File: config.mk
export PLATFORM = sky130hd
export DESIGN_NAME = sorted_timed_event_list_core
export DESIGN_NICKNAME = d
export VERILOG_FILES = /design/src/sv/stel_pkg.sv /design/src/sv/stel_ctrl.sv /design/src/sv/stel_datapath.sv /design/src/sv/sorted_timed_event_list_core.sv
export SDC_FILE = /design/constraint.sdc
export NUM_CORES = 2
export LEC_CHECK = 0
export BUFFER_PORTS_ARGS = -buffer_cell sky130_fd_sc_hd__buf_2
export CAP_MARGIN = 10
export CORE_ASPECT_RATIO = 0.5
export CORE_MARGIN = 4
export CORE_UTILIZATION = 45
export CTS_BUF_LIST = sky130_fd_sc_hd__clkbuf_2 sky130_fd_sc_hd__clkbuf_4 sky130_fd_sc_hd__clkbuf_8
export CTS_CLUSTER_SIZE = 24
export DETAILED_ROUTE_END_ITERATION = 8
export SLEW_MARGIN = 15
export SYNTH_ARGS = -nofsm -noshare
export SYNTH_HDL_FRONTEND = slang
export SYNTH_HIERARCHICAL = 1
export SYNTH_SLANG_ARGS = --single-unit
export TNS_END_PERCENT = 30
File: constraint.sdc
create_clock -name clk_i -period 8 [get_ports clk_i]
set_clock_uncertainty 0.1 [all_clocks]
set_input_delay 0 -clock clk_i [delete_from_list [all_inputs] [get_ports clk_i]]
set_output_delay 0 -clock clk_i [all_outputs]
set_load 0.05 [all_outputs]
File: src/sv/stel_pkg.sv
package stel_pkg;

  // list geometry and field widths
  localparam int unsigned LIST_DEPTH = 32;
  localparam int unsigned TIME_BITS  = 32;
  localparam int unsigned TAG_BITS   = 16;

  // count holds 0..LIST_DEPTH, index addresses one entry
  localparam int unsigned CNT_W = $clog2(LIST_DEPTH + 1);
  localparam int unsigned IDX_W = $clog2(LIST_DEPTH);

  // result status codes
  typedef enum logic [1:0] {
    ST_ADDED = 2'd0,
    ST_FULL  = 2'd1,
    ST_FIRED = 2'd2,
    ST_NONE  = 2'd3
  } status_e;

  // commands from controller to datapath
  typedef struct packed {
    logic    capture_add;
    logic    capture_exec;
    logic    shift_step;
    logic    insert;
    logic    scan_step;
    logic    scan_done;
    logic    emit_start;
    logic    emit_load;
    logic    resp_load;
    status_e resp_status;
  } cmd_t;

  // status from datapath to controller
  typedef struct packed {
    logic full;
    logic shift_go;
    logic scan_go;
    logic scan_none;
    logic emit_last;
    logic out_free;
  } sts_t;

endpackage

File: src/sv/stel_ctrl.sv
module stel_ctrl (
  input  logic           clk_i,
  input  logic           rst_ni,
  input  logic           in_valid_i,
  output logic           in_ready_o,
  input  logic           mode_i,
  input  stel_pkg::sts_t sts_i,
  output stel_pkg::cmd_t cmd_o
);

  typedef enum logic [7:0] {
    S_IDLE       = 8'b0000_0001,
    S_SHIFT      = 8'b0000_0010,
    S_RESP_ADD   = 8'b0000_0100,
    S_RESP_FULL  = 8'b0000_1000,
    S_SCAN       = 8'b0001_0000,
    S_RESP_NONE  = 8'b0010_0000,
    S_EMIT_FETCH = 8'b0100_0000,
    S_EMIT_LOAD  = 8'b1000_0000
  } state_e;

  state_e state_q, state_d;

  // next state and command decode
  always_comb begin
    state_d    = state_q;
    cmd_o      = '0;
    in_ready_o = 1'b0;
    case (state_q)
      S_IDLE: begin
        in_ready_o = 1'b1;
        if (in_valid_i) begin
          if (mode_i) begin
            cmd_o.capture_exec = 1'b1;
            state_d            = S_SCAN;
          end else if (sts_i.full) begin
            state_d = S_RESP_FULL;
          end else begin
            cmd_o.capture_add = 1'b1;
            state_d           = S_SHIFT;
          end
        end
      end
      S_SHIFT: begin
        if (sts_i.shift_go) begin
          cmd_o.shift_step = 1'b1;
        end else begin
          cmd_o.insert = 1'b1;
          state_d      = S_RESP_ADD;
        end
      end
      S_RESP_ADD: begin
        if (sts_i.out_free) begin
          cmd_o.resp_load   = 1'b1;
          cmd_o.resp_status = stel_pkg::ST_ADDED;
          state_d           = S_IDLE;
        end
      end
      S_RESP_FULL: begin
        if (sts_i.out_free) begin
          cmd_o.resp_load   = 1'b1;
          cmd_o.resp_status = stel_pkg::ST_FULL;
          state_d           = S_IDLE;
        end
      end
      S_SCAN: begin
        if (sts_i.scan_go) begin
          cmd_o.scan_step = 1'b1;
        end else begin
          cmd_o.scan_done = 1'b1;
          state_d         = sts_i.scan_none ? S_RESP_NONE : S_EMIT_FETCH;
        end
      end
      S_RESP_NONE: begin
        if (sts_i.out_free) begin
          cmd_o.resp_load   = 1'b1;
          cmd_o.resp_status = stel_pkg::ST_NONE;
          state_d           = S_IDLE;
        end
      end
      S_EMIT_FETCH: begin
        cmd_o.emit_start = 1'b1;
        state_d          = S_EMIT_LOAD;
      end
      S_EMIT_LOAD: begin
        if (sts_i.out_free) begin
          cmd_o.emit_load = 1'b1;
          if (sts_i.emit_last) begin
            state_d = S_IDLE;
          end
        end
      end
      default: begin
        state_d = S_IDLE;
      end
    endcase
  end

  // state register
  always_ff @(posedge clk_i or negedge rst_ni) begin
    if (!rst_ni) begin
      state_q <= S_IDLE;
    end else begin
      state_q <= state_d;
    end
  end

endmodule

File: src/sv/stel_datapath.sv
module stel_datapath (
  input  logic                            clk_i,
  input  logic                            rst_ni,
  input  stel_pkg::cmd_t                  cmd_i,
  output stel_pkg::sts_t                  sts_o,
  input  logic [stel_pkg::TIME_BITS-1:0]  event_time_i,
  input  logic [stel_pkg::TAG_BITS-1:0]   event_tag_i,
  input  logic                            out_ready_i,
  output logic                            out_valid_o,
  output logic [1:0]                      status_o,
  output logic [stel_pkg::TAG_BITS-1:0]   fired_tag_o,
  output logic [stel_pkg::TIME_BITS-1:0]  fired_time_o,
  output logic [stel_pkg::TIME_BITS-1:0]  next_time_o,
  output logic [stel_pkg::CNT_W-1:0]      pending_count_o,
  output logic                            last_o
);

  localparam int unsigned TW = stel_pkg::TIME_BITS;
  localparam int unsigned GW = stel_pkg::TAG_BITS;
  localparam int unsigned CW = stel_pkg::CNT_W;
  localparam int unsigned IW = stel_pkg::IDX_W;

  // event storage
  logic [TW-1:0] time_mem [stel_pkg::LIST_DEPTH];
  logic [GW-1:0] tag_mem  [stel_pkg::LIST_DEPTH];
  logic [TW-1:0] rd_time_q;
  logic [GW-1:0] rd_tag_q;
  logic [IW-1:0] rd_addr;
  logic [IW-1:0] wr_addr;
  logic          wr_en;
  logic [TW-1:0] wr_time;
  logic [GW-1:0] wr_tag;

  // list state
  logic [CW-1:0] count_q, count_d;
  logic [CW-1:0] ri_q, ri_d;
  logic [TW-1:0] nft_q, nft_d;
  logic [TW-1:0] head_q;

  // walk pointer and captured item
  logic [CW-1:0] ptr_q, ptr_d;
  logic [CW-1:0] first_q, first_d;
  logic          mode_q, mode_d;
  logic [TW-1:0] t_q;
  logic [GW-1:0] g_q;

  // output register
  logic                  out_valid_q, out_valid_d;
  stel_pkg::status_e     out_status_q;
  logic [GW-1:0]         out_tag_q;
  logic [TW-1:0]         out_time_q;
  logic [TW-1:0]         out_next_q;
  logic [CW-1:0]         out_pend_q;
  logic                  out_last_q;

  // pointer steering
  always_comb begin
    ptr_d   = ptr_q;
    first_d = first_q;
    mode_d  = mode_q;
    if (cmd_i.capture_add) begin
      ptr_d  = count_q;
      mode_d = 1'b0;
    end
    if (cmd_i.capture_exec) begin
      ptr_d   = ri_q;
      first_d = ri_q;
      mode_d  = 1'b1;
    end
    if (cmd_i.shift_step) begin
      ptr_d = ptr_q - CW'(1);
    end
    if (cmd_i.scan_step || cmd_i.emit_load) begin
      ptr_d = ptr_q + CW'(1);
    end
    if (cmd_i.emit_start) begin
      ptr_d = first_q;
    end
  end

  // insertion reads the entry below the hole, scan and emit read at the pointer
  assign rd_addr = mode_d ? ptr_d[IW-1:0] : ptr_d[IW-1:0] - IW'(1);

  // memory write: shift an entry up or drop the new item into the hole
  assign wr_en   = cmd_i.shift_step | cmd_i.insert;
  assign wr_addr = ptr_q[IW-1:0];
  assign wr_time = cmd_i.shift_step ? rd_time_q : t_q;
  assign wr_tag  = cmd_i.shift_step ? rd_tag_q  : g_q;

  always_ff @(posedge clk_i) begin
    if (wr_en) begin
      time_mem[wr_addr] <= wr_time;
      tag_mem[wr_addr]  <= wr_tag;
    end
    rd_time_q <= time_mem[rd_addr];
    rd_tag_q  <= tag_mem[rd_addr];
  end

  // list state update
  always_comb begin
    count_d = count_q;
    ri_d    = ri_q;
    nft_d   = nft_q;
    if (cmd_i.insert) begin
      count_d = count_q + CW'(1);
      nft_d   = (ptr_q == '0) ? t_q : head_q;
    end
    if (cmd_i.scan_done) begin
      ri_d  = ptr_q;
      nft_d = (ptr_q < count_q) ? rd_time_q : '0;
    end
  end

  always_ff @(posedge clk_i or negedge rst_ni) begin
    if (!rst_ni) begin
      count_q     <= '0;
      ri_q        <= '0;
      nft_q       <= '0;
      out_valid_q <= 1'b0;
    end else begin
      count_q     <= count_d;
      ri_q        <= ri_d;
      nft_q       <= nft_d;
      out_valid_q <= out_valid_d;
    end
  end

  // walk registers and captured item
  always_ff @(posedge clk_i) begin
    ptr_q   <= ptr_d;
    first_q <= first_d;
    mode_q  <= mode_d;
    if (cmd_i.capture_add) begin
      t_q <= event_time_i;
      g_q <= event_tag_i;
    end
    if (cmd_i.insert && (ptr_q == '0)) begin
      head_q <= t_q;
    end
  end

  // output item register
  assign out_valid_d = (cmd_i.emit_load | cmd_i.resp_load) ? 1'b1 :
                       (out_ready_i ? 1'b0 : out_valid_q);

  always_ff @(posedge clk_i) begin
    if (cmd_i.emit_load) begin
      out_status_q <= stel_pkg::ST_FIRED;
      out_tag_q    <= rd_tag_q;
      out_time_q   <= rd_time_q;
      out_last_q   <= sts_o.emit_last;
      out_next_q   <= nft_q;
      out_pend_q   <= count_q - ri_q;
    end else if (cmd_i.resp_load) begin
      out_status_q <= cmd_i.resp_status;
      out_tag_q    <= '0;
      out_time_q   <= '0;
      out_last_q   <= 1'b1;
      out_next_q   <= nft_q;
      out_pend_q   <= count_q - ri_q;
    end
  end

  // status to controller
  assign sts_o.full      = (count_q == CW'(stel_pkg::LIST_DEPTH));
  assign sts_o.shift_go  = (ptr_q != '0) && (rd_time_q >= t_q);
  assign sts_o.scan_go   = (ptr_q < count_q) && (rd_time_q == nft_q);
  assign sts_o.scan_none = (ptr_q == first_q);
  assign sts_o.emit_last = ((ptr_q + CW'(1)) == ri_q);
  assign sts_o.out_free  = !out_valid_q || out_ready_i;

  assign out_valid_o     = out_valid_q;
  assign status_o        = out_status_q;
  assign fired_tag_o     = out_tag_q;
  assign fired_time_o    = out_time_q;
  assign next_time_o     = out_next_q;
  assign pending_count_o = out_pend_q;
  assign last_o          = out_last_q;

endmodule

File: src/sv/sorted_timed_event_list_core.sv
// add: one result, after the entries at or above the new time shift up; no shift when full
// execute: a scan over the due entries, one fetch state, then one fired
//   item per cycle while the output is free; one item with status 3 when nothing is due
// one item at a time; the next item is accepted once the last result is in the output register
// the shift and the scan walk the list memory one entry a cycle, with no stall
// reset: asynchronous active low, clears count, read index, next-fire time and output valid
module sorted_timed_event_list_core (
  input  logic                            clk_i,
  input  logic                            rst_ni,
  input  logic                            in_valid_i,
  output logic                            in_ready_o,
  input  logic                            mode_i,
  input  logic [stel_pkg::TIME_BITS-1:0]  event_time_i,
  input  logic [stel_pkg::TAG_BITS-1:0]   event_tag_i,
  output logic                            out_valid_o,
  input  logic                            out_ready_i,
  output logic [1:0]                      status_o,
  output logic [stel_pkg::TAG_BITS-1:0]   fired_tag_o,
  output logic [stel_pkg::TIME_BITS-1:0]  fired_time_o,
  output logic [stel_pkg::TIME_BITS-1:0]  next_time_o,
  output logic [stel_pkg::CNT_W-1:0]      pending_count_o,
  output logic                            last_o
);

  stel_pkg::cmd_t cmd;
  stel_pkg::sts_t sts;

  // sequencer
  stel_ctrl u_ctrl (
    .clk_i      (clk_i),
    .rst_ni     (rst_ni),
    .in_valid_i (in_valid_i),
    .in_ready_o (in_ready_o),
    .mode_i     (mode_i),
    .sts_i      (sts),
    .cmd_o      (cmd)
  );

  // list storage and output register
  stel_datapath u_datapath (
    .clk_i           (clk_i),
    .rst_ni          (rst_ni),
    .cmd_i           (cmd),
    .sts_o           (sts),
    .event_time_i    (event_time_i),
    .event_tag_i     (event_tag_i),
    .out_ready_i     (out_ready_i),
    .out_valid_o     (out_valid_o),
    .status_o        (status_o),
    .fired_tag_o     (fired_tag_o),
    .fired_time_o    (fired_time_o),
    .next_time_o     (next_time_o),
    .pending_count_o (pending_count_o),
    .last_o          (last_o)
  );

endmodule

==> results.py <==
metrics = {
    "floorplan": {
        "io_pins": 144,
        "std_cell_rows": 102,
        "die_h_um": 289,
        "core-area_sq_um": 156000,
        "initial_core_util_pct": 45.5,
        "die_w_um": 569,
        "dieArea_sq_um": 164000,
    },
    "critical_path": {
        "cp-endpoint": "u_datapath/rd_tag_q[12]",
        "worstSetupEndpointType": "flop",
        "crit_arrival_ns": 7.44,
        "rr_startpoint": "u_datapath/rd_time_q[0]",
        "critPathRequiredTime_ns": 8.77,
        "crit_path_max_fanout": 17,
        "ff2ff_path_depth": 25,
        "critPathKind": "reg2reg",
        "rrSetupSlack_ns": 1.32,
        "startpoint_type": "flop",
        "cp-startpoint": "u_datapath/rd_time_q[0]",
        "r2r-end": "u_datapath/rd_tag_q[12]",
    },
    "synth": {
        "yosysTopAreaCellShare_pct": 72.4,
        "syn_area_sq_um": 70900,
        "synth.most_common_cell": "edfxtp_1",
        "yosys_warnings": 6,
        "synth_seq_area_share_pct": 75.9,
        "synth_compound_area_share_pct": 2.53,
        "synth.distinct_cells": 67,
        "ys_ff_latch": 1819,
        "synth_nets": 3780,
        "synth_xor_area_share_pct": 0.840,
        "synth.avg_cell_area_sq_um": 19.3,
        "synth_top_area_cell": "edfxtp_1",
        "yosys_most_used_dff": "edfxtp_1",
        "synthAdderAreaFrac_pct": 0.910,
        "synthSimpleGateAreaFrac_pct": 4.21,
        "netlist_instances": 3676,
        "synth_mux_area_share_pct": 14.2,
        "async_flop_share_pct": 2.91,
        "synthTopCellsByCount": "edfxtp_1 (1710), nor2_1 (440), mux4_2 (384)",
        "synth_edf_count": 1710,
        "synth_top_family_by_area": "multiplexers",
        "netlist_top_cells_area": "edfxtp_1 (72%), mux4_2 (12%), nor2_1 (2.3%)",
    },
    "clocking": {
        "cts_resized": 0,
        "tritoncts": "done",
        "cts_buffer_depth": 4,
        "post_cts_buffers": 0,
        "numCtsBuffers": 279,
        "cts_hold_buf": 105,
        "insertion_delay_ns": 0.99,
        "clk_pin_slew_ns": 0.07,
        "cts_sinks": 1819,
        "h-tree-depth": 5,
        "root_buffer": "clkbuf_8",
    },
    "global_route": {
        "grt_usage_pct": 22.9,
        "antenna_found_initial": 7,
        "grt_overflow": 0,
        "grt_pass1_vias": 37351,
        "grt_pass1_wl_mm": 268,
        "grt_max_degree": 89,
    },
    "timing": {
        "relSlewSlack_pct": 23.4,
        "fmax_ghz": 0.150,
        "period_share_pct": 83.5,
        "final-hold-violation-count": 0,
        "rsz0062_at_grt": "no",
        "setup_violations": 0,
        "worst_pin_slew_ns": 1.15,
        "period_minus_slack_ns": 6.68,
        "setup_tns_ns": 0,
        "slew_violations": 0,
    },
    "power": {
        "power_density_nw_per_um2": 460,
        "p_leak_nw": 26.8,
        "pwr-share-seq_pct": 31.5,
        "ir_drop_v": 0.000805,
        "sw_frac_of_total_pct": 36.2,
        "p_clk_share_pct": 19.9,
        "internal_power_mw": 24.0,
        "combPwrFrac_pct": 48.7,
        "p_sw_mw": 13.6,
    },
    "run_status": {
        "outcome": "completed",
    },
    "min_path": {
        "min_path_cells": 3,
        "hp-class": "in2reg",
    },
    "layout": {
        "drive_gt1_share_pct": 29.4,
        "area_growth_pct": 15.3,
        "stdcell_area_sq_um": 81800,
        "num-nets-final": 4246,
    },
    "placement": {
        "numPortBuffers": 143,
        "place_area_sq_um": 75400,
        "post-dp-hpwl_mm": 99.4,
        "gp_congestion": 0.810,
    },
    "flow_run": {
        "drv_cap": 0,
    },
    "route": {
        "antenna_left": 0,
        "wl_per_cell_um": 29.5,
        "drc": 0,
        "drtPass1Iterations": 5,
        "drtIter0Drc": 4572,
        "wl_mm": 189,
        "vias": 37476,
        "viasPerCell": 5.84,
    },
}
-- per-stage QoR --
step | power [mW] | utilization (%) | worst slack [ns] | cells | hold slack (ns)
floorplan | 25.4 | - | 1.96 | 3676 | -0.396
global placement | 30.4 | 48.4 | 1.37 | 5836 | 0.0771
detailed placement | 30.5 | 48.4 | 1.32 | 5836 | 0.0742
CTS | 38.0 | 52.5 | 1.31 | 6411 | 0.0331
global route | 39.7 | 52.5 | 0.958 | 6412 | 0.0950
finish | 37.6 | 52.5 | 1.32 | 6415 | 0.108
-- per-layer routing --
metal	vias to the layer above	GRT usage, %	wire (um)
met3	310	6.83	20600
met1	19711	34.0	82000
met2	1858	33.1	81800
met4	4	6.67	4580
li1	15593	-	-
met5	-	0	24
-- layout make-up --
type                            count  area [sq um]
Fill cell                       12382         73900
Sequential cell                  1819         53800
Antenna cell                        4          10.0
Timing Repair Buffer              373          3270
Multi-Input combinational cell   1606         16600
Inverter                           63           239
Clock inverter                     79           465
Clock buffer                      391          4770
Tap cell                         2080          2600
-- power by group through the flow --
stage | Combinational [mW] | Sequential, mW | Clock, mW
after floorplan | 13.5 | 11.9 | 0
after global placement | 18.4 | 12.0 | 0
after detailed placement | 18.4 | 12.0 | 0
after CTS | 18.5 | 11.8 | 7.61
after global routing | 19.7 | 11.9 | 8.07
final | 18.3 | 11.8 | 7.48
-- critical path, stage by stage, from the launching register on --
cell       delay, ns
dfxtp_1         0.82
inv_1           0.10
ha_1            0.31
nand2b_1        0.16
a21o_1          0.19
a21o_1          0.17
a21oi_1         0.17
nor2b_1         0.07
o2111ai_1       0.17
a21oi_1         0.10
o311ai_0        0.32
buf_4           0.20
a21oi_1         0.10
and3_4          0.20
nor3b_1         0.24
a2111oi_2       0.11
o41ai_4         0.38
ha_1            0.34
mux2i_4         0.24
buf_12          0.22
buf_4           0.30
buf_4           0.39
mux4_2          0.55
mux2_1          0.30
o22ai_1         0.16
nor2_1          0.06
-- how the worst min path moves through the flow --
stage,start,end,slack (ns)
after floorplan,rst_ni,u_ctrl/state_q[1],-0.40
after global placement,rst_ni,u_datapath/ri_q[0],0.08
after detailed placement,rst_ni,u_datapath/ri_q[4],0.07
after CTS,in_valid_i,u_datapath/first_q[3],0.03
after global routing,in_valid_i,u_datapath/first_q[3],0.09
final,in_valid_i,u_datapath/first_q[3],0.11
-- kinds of logic after synthesis --
logic type,after synthesis
AND/OR/NAND/NOR,675
multiplexers,508
flip-flops,1819
AO/OA/AOI/OAI,304
XOR/XNOR,68
adder cells (fa/ha/maj),51
buffers and inverters,251
-- cells in the final DEF (no fill, tap or decap), drive strengths merged, types with 65 or more instances in the layout --
| cell | n |
|---|---|
| o22ai | 97 |
| inv | 66 |
| o21ai | 81 |
| edfxtp | 1710 |
| clkinv | 65 |
| mux4 | 384 |
| clkbuf | 391 |
| mux2 | 117 |
| dlygate4sd3 | 105 |
| buf | 268 |
| nor2 | 440 |
| a21oi | 87 |
-- sequential cells by signal (all words and copies together) (netlist names) --
| register | flops |
|---|---|
| u_datapath/fired_time_o | 32 |
| u_datapath/fired_tag_o | 16 |
| u_datapath/status_o | 2 |
| u_datapath/ri_q | 6 |
| u_datapath/tag_mem | 512 |
| u_datapath/out_valid_o | 1 |
| u_datapath/next_time_o | 32 |
| u_datapath/rd_tag_q | 16 |
| u_datapath/pending_count_o | 6 |
| u_datapath/rd_time_q | 32 |
| u_datapath/last_o | 1 |
| u_datapath/ptr_q | 6 |
| u_datapath/head_q | 32 |
| u_datapath/g_q | 16 |
| u_datapath/t_q | 32 |
| u_datapath/time_mem | 1024 |
| u_datapath/first_q | 6 |
| u_ctrl/state_q | 8 |
| u_datapath/nft_q | 32 |
| u_datapath/count_q | 6 |
| u_datapath/mode_q | 1 |
(Power assumes the default switching activity.)
